==> config.mk <==
export PLATFORM = sky130hd
export DESIGN_NAME = utf8_stream_decoder_core
export DESIGN_NICKNAME = d
export VERILOG_FILES = /design/src/hdl/utf8sd_pkg.sv /design/src/hdl/utf8sd_decode.sv /design/src/hdl/utf8sd_emit.sv /design/src/hdl/utf8_stream_decoder_core.sv
export VERILOG_INCLUDE_DIRS = /design/src /design/src/hdl
export SDC_FILE = /design/constraint.sdc
export NUM_CORES = 1
export LEC_CHECK = 0
export BUFFER_PORTS_ARGS = -buffer_cell sky130_fd_sc_hd__buf_4
export CORE_MARGIN = 1.5
export CORE_UTILIZATION = 40
export CTS_CLUSTER_DIAMETER = 60
export DETAILED_ROUTE_END_ITERATION = 10
export PLACE_DENSITY = 0.69
export SYNTH_ARGS = -nofsm -noshare
export SYNTH_HDL_FRONTEND = slang
export SYNTH_SLANG_ARGS = --single-unit
==> constraint.sdc <==
create_clock -name i_clk -period 4.5 [get_ports i_clk]
set_input_delay 0.675 -clock i_clk [delete_from_list [all_inputs] [get_ports i_clk]]
set_output_delay 0.675 -clock i_clk [all_outputs]
set_load 0.02 [all_outputs]
==> src/hdl/utf8_stream_decoder_core_defines.svh <==
// Assertion macros shared by the UTF-8 stream decoder RTL.
// Used by modules that have i_clk and i_rst_n in scope; no other dependencies.
`ifndef UTF8_STREAM_DECODER_CORE_DEFINES_SVH
`define UTF8_STREAM_DECODER_CORE_DEFINES_SVH

// Same-cycle implication, checked out of reset.
`define UTF8SD_ASSERT_IMP(label, ante, cons) \
    label: assert property (@(posedge i_clk) disable iff (!i_rst_n) (ante) |-> (cons)) \
        else $error("utf8sd same-cycle check failed");

// Next-cycle implication, checked out of reset.
`define UTF8SD_ASSERT_NXT(label, ante, cons) \
    label: assert property (@(posedge i_clk) disable iff (!i_rst_n) (ante) |=> (cons)) \
        else $error("utf8sd next-cycle check failed");

`endif

==> src/hdl/utf8sd_pkg.sv <==
// Shared types and constants for the UTF-8 stream decoder.
// No dependencies.
package utf8sd_pkg;

    localparam int unsigned ByteW = 8;
    localparam int unsigned CpW   = 21;
    localparam int unsigned PartW = 15;

    localparam logic [CpW-1:0]   Replacement = 21'h00FFFD;
    localparam logic [ByteW-1:0] ContMask    = 8'hC0;
    localparam logic [ByteW-1:0] ContTag     = 8'h80;
    localparam logic [ByteW-1:0] Lead2Mask   = 8'hE0;
    localparam logic [ByteW-1:0] Lead2Tag    = 8'hC0;
    localparam logic [ByteW-1:0] Lead3Mask   = 8'hF0;
    localparam logic [ByteW-1:0] Lead3Tag    = 8'hE0;
    localparam logic [ByteW-1:0] Lead4Mask   = 8'hF8;
    localparam logic [ByteW-1:0] Lead4Tag    = 8'hF0;
    localparam logic [ByteW-1:0] ContBits    = 8'h3F;
    localparam logic [ByteW-1:0] Lead2Bits   = 8'h1F;
    localparam logic [ByteW-1:0] Lead3Bits   = 8'h0F;
    localparam logic [ByteW-1:0] Lead4Bits   = 8'h07;

    // Results caused by one byte: rep_count replacement characters, then an
    // optional tail result.
    typedef struct packed {
        logic [2:0]     rep_count;
        logic           has_tail;
        logic [CpW-1:0] tail_cp;
        logic           tail_invalid;
    } t_run;

endpackage

==> src/hdl/utf8sd_decode.sv <==
// Byte decoder and open-sequence state for the UTF-8 stream decoder.
// Depends on utf8sd_pkg and utf8_stream_decoder_core_defines.svh.
`include "utf8_stream_decoder_core_defines.svh"

module utf8sd_decode (
    input  logic                       i_clk,
    input  logic                       i_rst_n,
    input  logic [utf8sd_pkg::ByteW-1:0] i_byte,
    input  logic                       i_eos,
    input  logic                       i_advance,
    output utf8sd_pkg::t_run           o_run
);
    import utf8sd_pkg::*;

    logic [PartW-1:0] r_partial, n_partial;
    logic [1:0]       r_held, n_held;
    logic [2:0]       r_seq_len, n_seq_len;

    logic       is_cont;
    logic [2:0] held_inc;
    logic [2:0] lead_len;
    logic [PartW-1:0] lead_bits;

    always_comb begin
        is_cont  = (i_byte & ContMask) == ContTag;
        held_inc = {1'b0, r_held} + 3'd1;

        lead_len  = 3'd0;
        lead_bits = '0;
        if ((i_byte & Lead2Mask) == Lead2Tag) begin
            lead_len  = 3'd2;
            lead_bits = PartW'(i_byte & Lead2Bits);
        end else if ((i_byte & Lead3Mask) == Lead3Tag) begin
            lead_len  = 3'd3;
            lead_bits = PartW'(i_byte & Lead3Bits);
        end else if ((i_byte & Lead4Mask) == Lead4Tag) begin
            lead_len  = 3'd4;
            lead_bits = PartW'(i_byte & Lead4Bits);
        end

        o_run     = '0;
        n_partial = '0;
        n_held    = '0;
        n_seq_len = '0;

        if (r_held != 2'd0 && is_cont) begin
            if (held_inc >= r_seq_len) begin
                // complete the sequence
                o_run.has_tail = 1'b1;
                o_run.tail_cp  = {r_partial, i_byte[5:0]};
            end else if (i_eos) begin
                // string ends mid-sequence: drop everything held
                o_run.rep_count = held_inc;
            end else begin
                n_partial = {r_partial[PartW-7:0], i_byte[5:0]};
                n_held    = held_inc[1:0];
                n_seq_len = r_seq_len;
            end
        end else begin
            // flush a broken sequence, then decode this byte afresh
            o_run.rep_count = {1'b0, r_held};
            if (!i_byte[ByteW-1]) begin
                o_run.has_tail = 1'b1;
                o_run.tail_cp  = CpW'(i_byte);
            end else if (lead_len != 3'd0 && !i_eos) begin
                n_partial = lead_bits;
                n_held    = 2'd1;
                n_seq_len = lead_len;
            end else begin
                o_run.has_tail     = 1'b1;
                o_run.tail_cp      = Replacement;
                o_run.tail_invalid = 1'b1;
            end
        end
    end

    always_ff @(posedge i_clk) begin
        if (!i_rst_n) begin
            r_partial <= '0;
            r_held    <= '0;
            r_seq_len <= '0;
        end else if (i_advance) begin
            r_partial <= n_partial;
            r_held    <= n_held;
            r_seq_len <= n_seq_len;
        end
    end

    `UTF8SD_ASSERT_IMP(a_idle_clean, r_held == 2'd0, r_partial == '0 && r_seq_len == 3'd0)
    `UTF8SD_ASSERT_IMP(a_held_below_len, r_held != 2'd0, r_seq_len > 3'(r_held) && r_seq_len <= 3'd4)
    `UTF8SD_ASSERT_IMP(a_run_bounded, i_advance, 4'(o_run.rep_count) + 4'(o_run.has_tail) <= 4'd4)

endmodule

==> src/hdl/utf8sd_emit.sv <==
// Result serializer for the UTF-8 stream decoder: holds the results of one
// byte and hands them out one per transaction. Depends on utf8sd_pkg and the defines header.
`include "utf8_stream_decoder_core_defines.svh"

module utf8sd_emit (
    input  logic                       i_clk,
    input  logic                       i_rst_n,
    input  utf8sd_pkg::t_run           i_run,
    input  logic                       i_run_valid,
    output logic                       o_load_ready,
    output logic                       o_valid,
    input  logic                       i_ready,
    output logic [utf8sd_pkg::CpW-1:0] o_code_point,
    output logic                       o_was_invalid,
    output logic                       o_last_of_run
);
    import utf8sd_pkg::*;

    // pending results behind the output register
    logic [2:0]     r_rep, n_rep;
    logic           r_tail, n_tail;
    logic [CpW-1:0] r_tail_cp, n_tail_cp;
    logic           r_tail_inv, n_tail_inv;
    // output register
    logic           r_out_valid, n_out_valid;
    logic [CpW-1:0] r_out_cp, n_out_cp;
    logic           r_out_inv, n_out_inv;
    logic           r_out_last, n_out_last;

    logic has_pend, free, load;
    t_run src;

    always_comb begin
        has_pend     = (r_rep != 3'd0) || r_tail;
        free         = !r_out_valid || i_ready;
        o_load_ready = !has_pend && free;
        load         = i_run_valid && o_load_ready;

        src.rep_count    = r_rep;
        src.has_tail     = r_tail;
        src.tail_cp      = r_tail_cp;
        src.tail_invalid = r_tail_inv;
        if (!has_pend) begin
            src = i_run;
        end

        n_rep       = r_rep;
        n_tail      = r_tail;
        n_tail_cp   = r_tail_cp;
        n_tail_inv  = r_tail_inv;
        n_out_valid = r_out_valid;
        n_out_cp    = r_out_cp;
        n_out_inv   = r_out_inv;
        n_out_last  = r_out_last;

        if (free) begin
            n_out_valid = 1'b0;
            if ((has_pend || load) && (src.rep_count != 3'd0 || src.has_tail)) begin
                n_out_valid = 1'b1;
                n_tail_cp   = src.tail_cp;
                n_tail_inv  = src.tail_invalid;
                if (src.rep_count != 3'd0) begin
                    n_out_cp   = Replacement;
                    n_out_inv  = 1'b1;
                    n_out_last = (src.rep_count == 3'd1) && !src.has_tail;
                    n_rep      = src.rep_count - 3'd1;
                    n_tail     = src.has_tail;
                end else begin
                    n_out_cp   = src.tail_cp;
                    n_out_inv  = src.tail_invalid;
                    n_out_last = 1'b1;
                    n_rep      = 3'd0;
                    n_tail     = 1'b0;
                end
            end
        end
    end

    always_ff @(posedge i_clk) begin
        if (!i_rst_n) begin
            r_rep       <= '0;
            r_tail      <= 1'b0;
            r_out_valid <= 1'b0;
        end else begin
            r_rep       <= n_rep;
            r_tail      <= n_tail;
            r_out_valid <= n_out_valid;
        end
    end

    always_ff @(posedge i_clk) begin
        r_tail_cp  <= n_tail_cp;
        r_tail_inv <= n_tail_inv;
        r_out_cp   <= n_out_cp;
        r_out_inv  <= n_out_inv;
        r_out_last <= n_out_last;
    end

    assign o_valid       = r_out_valid;
    assign o_code_point  = r_out_cp;
    assign o_was_invalid = r_out_inv;
    assign o_last_of_run = r_out_last;

    `UTF8SD_ASSERT_IMP(a_pend_needs_out, has_pend, r_out_valid && !r_out_last)
    `UTF8SD_ASSERT_IMP(a_pend_bounded, 1'b1, r_rep <= 3'd3)
    `UTF8SD_ASSERT_NXT(a_load_shows, load && (i_run.rep_count != 3'd0 || i_run.has_tail), r_out_valid)

endmodule

==> src/hdl/utf8_stream_decoder_core.sv <==
// Top level of the lenient streaming UTF-8 decoder.
// Depends on utf8sd_pkg, utf8sd_decode and utf8sd_emit.
//
//  Channel   Handshake           Payload
//  input     i_valid / o_ready   i_in_byte, i_end_of_string
//  output    o_valid / i_ready   o_code_point, o_was_invalid, o_last_of_run
//
// A byte is registered at input, decoded against the open-sequence state in
// one pass, and its results go to the output register one per cycle while
// the output is not stalled. One byte per cycle while each byte gives at most
// one result and the output is not stalled; a byte with k results holds the
// input while the output register drains them.
// Synchronous reset drops all in flight; a stalled output backs up into input.

module utf8_stream_decoder_core (
    input  logic                       i_clk,
    input  logic                       i_rst_n,
    input  logic                       i_valid,
    output logic                       o_ready,
    input  logic [utf8sd_pkg::ByteW-1:0] i_in_byte,
    input  logic                       i_end_of_string,
    output logic                       o_valid,
    input  logic                       i_ready,
    output logic [utf8sd_pkg::CpW-1:0] o_code_point,
    output logic                       o_was_invalid,
    output logic                       o_last_of_run
);
    import utf8sd_pkg::*;

    // input register
    logic             r_in_valid, n_in_valid;
    logic [ByteW-1:0] r_byte;
    logic             r_eos;

    logic advance;
    logic load_ready;
    t_run run;

    // Advance the held byte into the decoder when the serializer can take its
    // results; the input register refills in the same cycle.
    always_comb begin
        advance    = r_in_valid && load_ready;
        o_ready    = !r_in_valid || advance;
        n_in_valid = r_in_valid;
        if (o_ready) begin
            n_in_valid = i_valid;
        end
    end

    always_ff @(posedge i_clk) begin
        if (!i_rst_n) begin
            r_in_valid <= 1'b0;
        end else begin
            r_in_valid <= n_in_valid;
        end
    end

    // Hold the payload until the transaction moves on.
    always_ff @(posedge i_clk) begin
        if (i_valid && o_ready) begin
            r_byte <= i_in_byte;
            r_eos  <= i_end_of_string;
        end
    end

    utf8sd_decode u_decode (
        .i_clk     (i_clk),
        .i_rst_n   (i_rst_n),
        .i_byte    (r_byte),
        .i_eos     (r_eos),
        .i_advance (advance),
        .o_run     (run)
    );

    utf8sd_emit u_emit (
        .i_clk         (i_clk),
        .i_rst_n       (i_rst_n),
        .i_run         (run),
        .i_run_valid   (r_in_valid),
        .o_load_ready  (load_ready),
        .o_valid       (o_valid),
        .i_ready       (i_ready),
        .o_code_point  (o_code_point),
        .o_was_invalid (o_was_invalid),
        .o_last_of_run (o_last_of_run)
    );

endmodule
# Word-level counts from Yosys, hierarchy flattened
# Index checks and enable logic that the tools add are counted.
# totals
regBits,80
in_bits,13
out_inout_bits,25
elab_cells,79
# classes
addsub,2
magnitude_cmp,1
n_eq_ne,6
mux,33
reduce_logical,23
# ops
op,count
$mux 15,5
$mux 22,2
$mux 3,12
$mux 26,1
$mux 25,1
$mux 23,1
$reduce_bool 3->1,3
$mux 2,4
$logic_and 1x1->1,7
$eq 5x5->1 const B,1
$logic_not 1->1,5
$logic_or 1x1->1,5
$mux 1,5
$mux 5,1
$eq 4x4->1 const B,1
$mux 4,1
$reduce_and 2->1,2
$add 2x1->3 const B,1
$eq 3x1->1 const B,1
$eq 3x3->1 const B,1
$ge 3x3->1,1
$ne 3x3->1 const B,1
$sub 3x1->3 const B,1
$eq 2x2->1 const B,1
$reduce_bool 2->1,1

# Longest topological paths before layout
# logic_depth
depth_word,14
depth_mapped,9

# Hierarchy
# A second synthesis with hierarchy kept.
# unflattened
cells_unflattened,299
area_unflattened_um2,3699.8
# modules_own_cells
module,instances,cells_per_inst,area_each_um2,seq_area_each_um2
utf8sd_emit,1,140,2125.8,1451.4
utf8sd_decode,1,144,1238.7,400.4
utf8_stream_decoder_core,1,15,335.3,290.3

# Least setup slack after synthesis
# No wires, ideal clock.
# synth_path
kind,register to register
start,reg u_decode.r_held[0]
end,"reg u_emit.r_out_cp[0] (netlist: u_emit.o_code_point[0]), enable pin"
setup_ps,448
t_arrival_ps,3672
slack_ps,380
stages_incl_launch_ff,9
cell_sequence,dfxtp_1 inv_1 ha_1 ha_1 nand2_1 o211ai_1 o21bai_1 nor4_1 nor2_1
# synth_between
elab_chain_cells,9
word_cells_on_any_way,13
# synth_rtl
element,line_no,text
from (decl),utf8sd_decode.sv:16,"logic [1:0] r_held, n_held;"
from (signal assigned),utf8sd_decode.sv:84,r_held <= n_held;
$add 2x1->3,utf8sd_decode.sv:26,"held_inc = {1'b0, r_held} + 3'd1;"
$ge 3x3->1 or $mux 3 (tied branches),"utf8sd_decode.sv:47, utf8sd_decode.sv:51",
$mux 3,utf8sd_decode.sv:47,if (held_inc >= r_seq_len) begin
$mux 25 *,utf8sd_decode.sv:46,if (r_held != 2'd0 && is_cont) begin
$mux 26 *,utf8sd_emit.sv:43,if (!has_pend) begin
$reduce_bool 3->1,utf8sd_emit.sv:58,if ((has_pend || load) && (src.rep_count != 3'd0 || src.has_tail)) begin
$logic_or 1x1->1 *,utf8sd_emit.sv:58,
$logic_and 1x1->1 *,utf8sd_emit.sv:58,
$reduce_and 2->1 (no line) *,--,
to (signal assigned),utf8sd_emit.sv:94,r_out_cp <= n_out_cp;
to (decl),utf8sd_emit.sv:26,"logic [CpW-1:0] r_out_cp, n_out_cp;"
# Every way passes the cells marked *; elsewhere a longest branch is shown, timed or not.
# A chain may end at the register's enable or synchronous reset.

# Worst setup path in the final report
# layout_path
start,reg u_decode.r_held[0]
end,"reg u_emit.r_tail_cp[11], enable pin"
# layout_between
elab_chain_cells,9
word_cells_on_any_way,13
# layout_rtl
element,line_no,text
$add 2x1->3,utf8sd_decode.sv:26,
$ge 3x3->1 or $mux 3 (tied branches),"utf8sd_decode.sv:47, utf8sd_decode.sv:51",
$mux 3,utf8sd_decode.sv:47,
$mux 25 *,utf8sd_decode.sv:46,
$mux 26 *,utf8sd_emit.sv:43,
$reduce_bool 3->1,utf8sd_emit.sv:58,
$logic_or 1x1->1 *,utf8sd_emit.sv:58,
$logic_and 1x1->1 *,utf8sd_emit.sv:58,
$reduce_and 2->1 (no line) *,--,
to (signal assigned),utf8sd_emit.sv:92,r_tail_cp <= n_tail_cp;
to (decl),utf8sd_emit.sv:22,"logic [CpW-1:0] r_tail_cp, n_tail_cp;"
# Marked as above.

==> out/results.ini <==
[outcome]
outcome=finished clean

[sta]
worst_slew_pin_slew_ps=748.2
relSlewSlack=0.4959
rsz0062_at_grt=no
skew_ps=11.32
fmax_mhz=297.0
hold_violations=0
setup_viol_count_final=0
slew_violations=0
tns_ps=0
period_needed_ps=3367
finalCritPeriodShare=0.7483
setup_slack_ps=1133

[clock_tree]
cts_inserted_buffers=9
postCtsHoldBufs=0
clock_path_buffers=2
cts_setup_buffers=0
cts_tree=done
insertion_delay_ps=360
cts_htree_levels=3
ctsResizeCount=0
clock-sinks=80
cts_root_buf=clkbuf_8
clkTransAtPathRegs_ps=90

[synth]
ys_seq_elements=80
synthTopCellsByArea=edfxtp_1 46%, dfxtp_1 15%, nand2_1 6.7%
syn_nets=351
ys.flop_type=edfxtp_1
async_reset_ff_frac=0
synth-xor-area-share=0
synth_common_cells=63 x nand2_1, 54 x edfxtp_1, 31 x a21oi_1
yosysTopAreaCellShare=0.4601
synth_fa_ha_area_frac=0.01775
synth_most_common_cell=nand2_1
syn_area_um2=3525
synth_cell_types=46
synth_edf_count=54
synth-compound-area-share=0.1768
avgSynthCellArea_um2=10.58
synth_cells=333
synth-simple-area-share=0.1658
yosys_warnings=0
synth_top_family_by_area=compound AO/OA/AOI/OAI gates
synth_area_leader_cell=edfxtp_1
yosysSeqAreaShare=0.6077
muxShareOfSynthArea=0.002840

[final_layout]
drive_above_1_share=0.1765
antenna_cells=0
register_area_um2=2142
area_growth_pct=16.86
multiInputGateArea_um2=1294
fillCellCount=792
nNetsFinal=387

[setup_path]
cp_common_cell=ha_1
crit_buf_inv=2
path_delay_family=adder cells
cp.arrival_ps=3410
endpoint_kind=flip-flop
crit_type=reg2reg
crit_chain=inv_1, ha_1, ha_1, nand2_1, o211ai_1, o21bai_1, nor4_1, nor2_4, buf_4
crit_fanout=45
cp-start-kind=flip-flop
worstPathRequired_ps=4550
r2r_setup_slack_ps=1130
critPathSlowestCell=nor4_1
critPathMaxStageDelay_ps=600

[grt]
grt_max_degree=49
grt_pass1_vias=2353
overflow=0
globalRouteTotalUtil=0.1584
antenna_found_initial=0
grt_pass1_wl_um=11890

[floorplan]
io_pins=38
fp.dieW_um=96.87
core_area_um2=8636
die_area_um2=9384
rows=34
die_height_um=96.87
start_util=0.4081

[detailed_routing]
drt_pass1_iterations=5
routedWlPerCell_um=14.90
dr.first_iter.drc_count=198
totalWireLength_um=7183
vias_per_cell=5.496
vias=2649
final_antenna_net_count=0
drc_errors=0

[power_and_ir_drop]
p_per_area_nw_per_um2=449.1
power.switching_mw=0.5519
power.leakage_nw=1.448
clockPowerShare=0.294
ir_drop_mv=0.1568
internal-power_mw=1.298
power_frac_comb=0.197
p_seq_frac=0.510
switching_share=0.2984
p_total_mw=1.850

[flow_run]
drv_cap=0

[min_path]
min_path_type=reg2reg

[placement]
routabilityCongestion=0.9006
dpl.hpwl_um=4799
dp_slack_ps=1216
portBuffers=37

==> power groups by stage <==
stage	clock (mW)	combinational [mW]	sequential, mW
floorplan	0	0.196	1.00
global placement	0	0.357	0.957
detailed placement	0	0.366	0.961
CTS	0.558	0.366	0.944
global route	0.585	0.400	0.953
finish	0.543	0.364	0.943
==> routing by layer <==
metal	track usage	vias up	wire length (um)
met4	0.06020	0	119
met5	0	-	0
met3	0.04046	12	435
met1	0.2289	1239	3311
li1	-	1302	-
met2	0.2286	96	3317
==> metrics by stage <==
step                instances  hold slack, ps  utilization  cell area (um2)
floorplan                 333           430.7            -             3525
global placement          466           441.9       0.4535             3916
detailed placement        466           449.9       0.4535             3916
CTS                       482           460.7       0.4770             4119
global route              482           467.0       0.4770             4119
finish                    482           455.7       0.4770             4119
==> logic make-up after synthesis <==
kind of cell,after synthesis
AO/OA/AOI/OAI,99
adder cells (fa/ha/maj),5
buffers and inverters,26
flip-flops,80
multiplexers,1
AND/OR/NAND/NOR,122
==> registers in the layout, summed over array words and instances (netlist names) <==
name and count:
u_decode.r_partial 15, u_decode.r_held 2, u_emit.r_rep 3, u_decode.r_seq_len 3, u_emit.o_was_invalid 1, u_emit.o_last_of_run 1
u_emit.r_tail_inv 1, r_eos 1, u_emit.o_code_point 21, u_emit.o_valid 1, r_in_valid 1, u_emit.r_tail_cp 21
u_emit.r_tail 1, r_byte 8
==> cells in the final DEF, fill, tap and decap left out, drive strengths merged, types with 3 or more instances in the layout <==
master | synthesis | final
ha | 5 | 5
nor4 | 3 | 3
nor3 | 4 | 4
nand2 | 63 | 63
nor2 | 9 | 9
buf | 4 | 41
a21o | 3 | 3
edfxtp | 54 | 54
nor2b | 3 | 3
o21ai | 25 | 25
o211ai | 12 | 12
and2 | 5 | 5
or4 | 3 | 3
dfxtp | 26 | 26
nand2b | 4 | 4
a21boi | 10 | 10
clkbuf | 12 | 9
a21oi | 31 | 31
inv | 10 | 12
a31oi | 4 | 4
nand3 | 22 | 22
o31ai | 3 | 3
==> tightest hold or removal path, cell delays in order, from the launching register on <==
cell and delay [ps]:
dfxtp_1 310, nand2_1 50, a21oi_1 50
==> final cells by class <==
type                       instances  share of cell area
clock buffer                       9             0.03007
clock inverter                     7             0.01914
inverter                          10            0.009113
multi-input combinational        227              0.3141
sequential                        80              0.5200
tap                              108             0.03281
timing repair buffer              41             0.07473
==> path summary, 6_finish.rpt <==
path	start	endpoint	cells past startpoint
max	u_decode.r_held[0]$_SDFFE_PN0P_	u_emit.r_tail_cp[11]$_DFFE_PP_	9
min	u_decode.r_partial[9]$_SDFFE_PN0P_	u_decode.r_partial[9]$_SDFFE_PN0P_	2
max reg2reg	u_decode.r_held[0]$_SDFFE_PN0P_	u_emit.r_tail_cp[11]$_DFFE_PP_	9
min reg2reg	u_decode.r_partial[9]$_SDFFE_PN0P_	u_decode.r_partial[9]$_SDFFE_PN0P_	2
No activity file was read; power rests on OpenSTA's default activity.
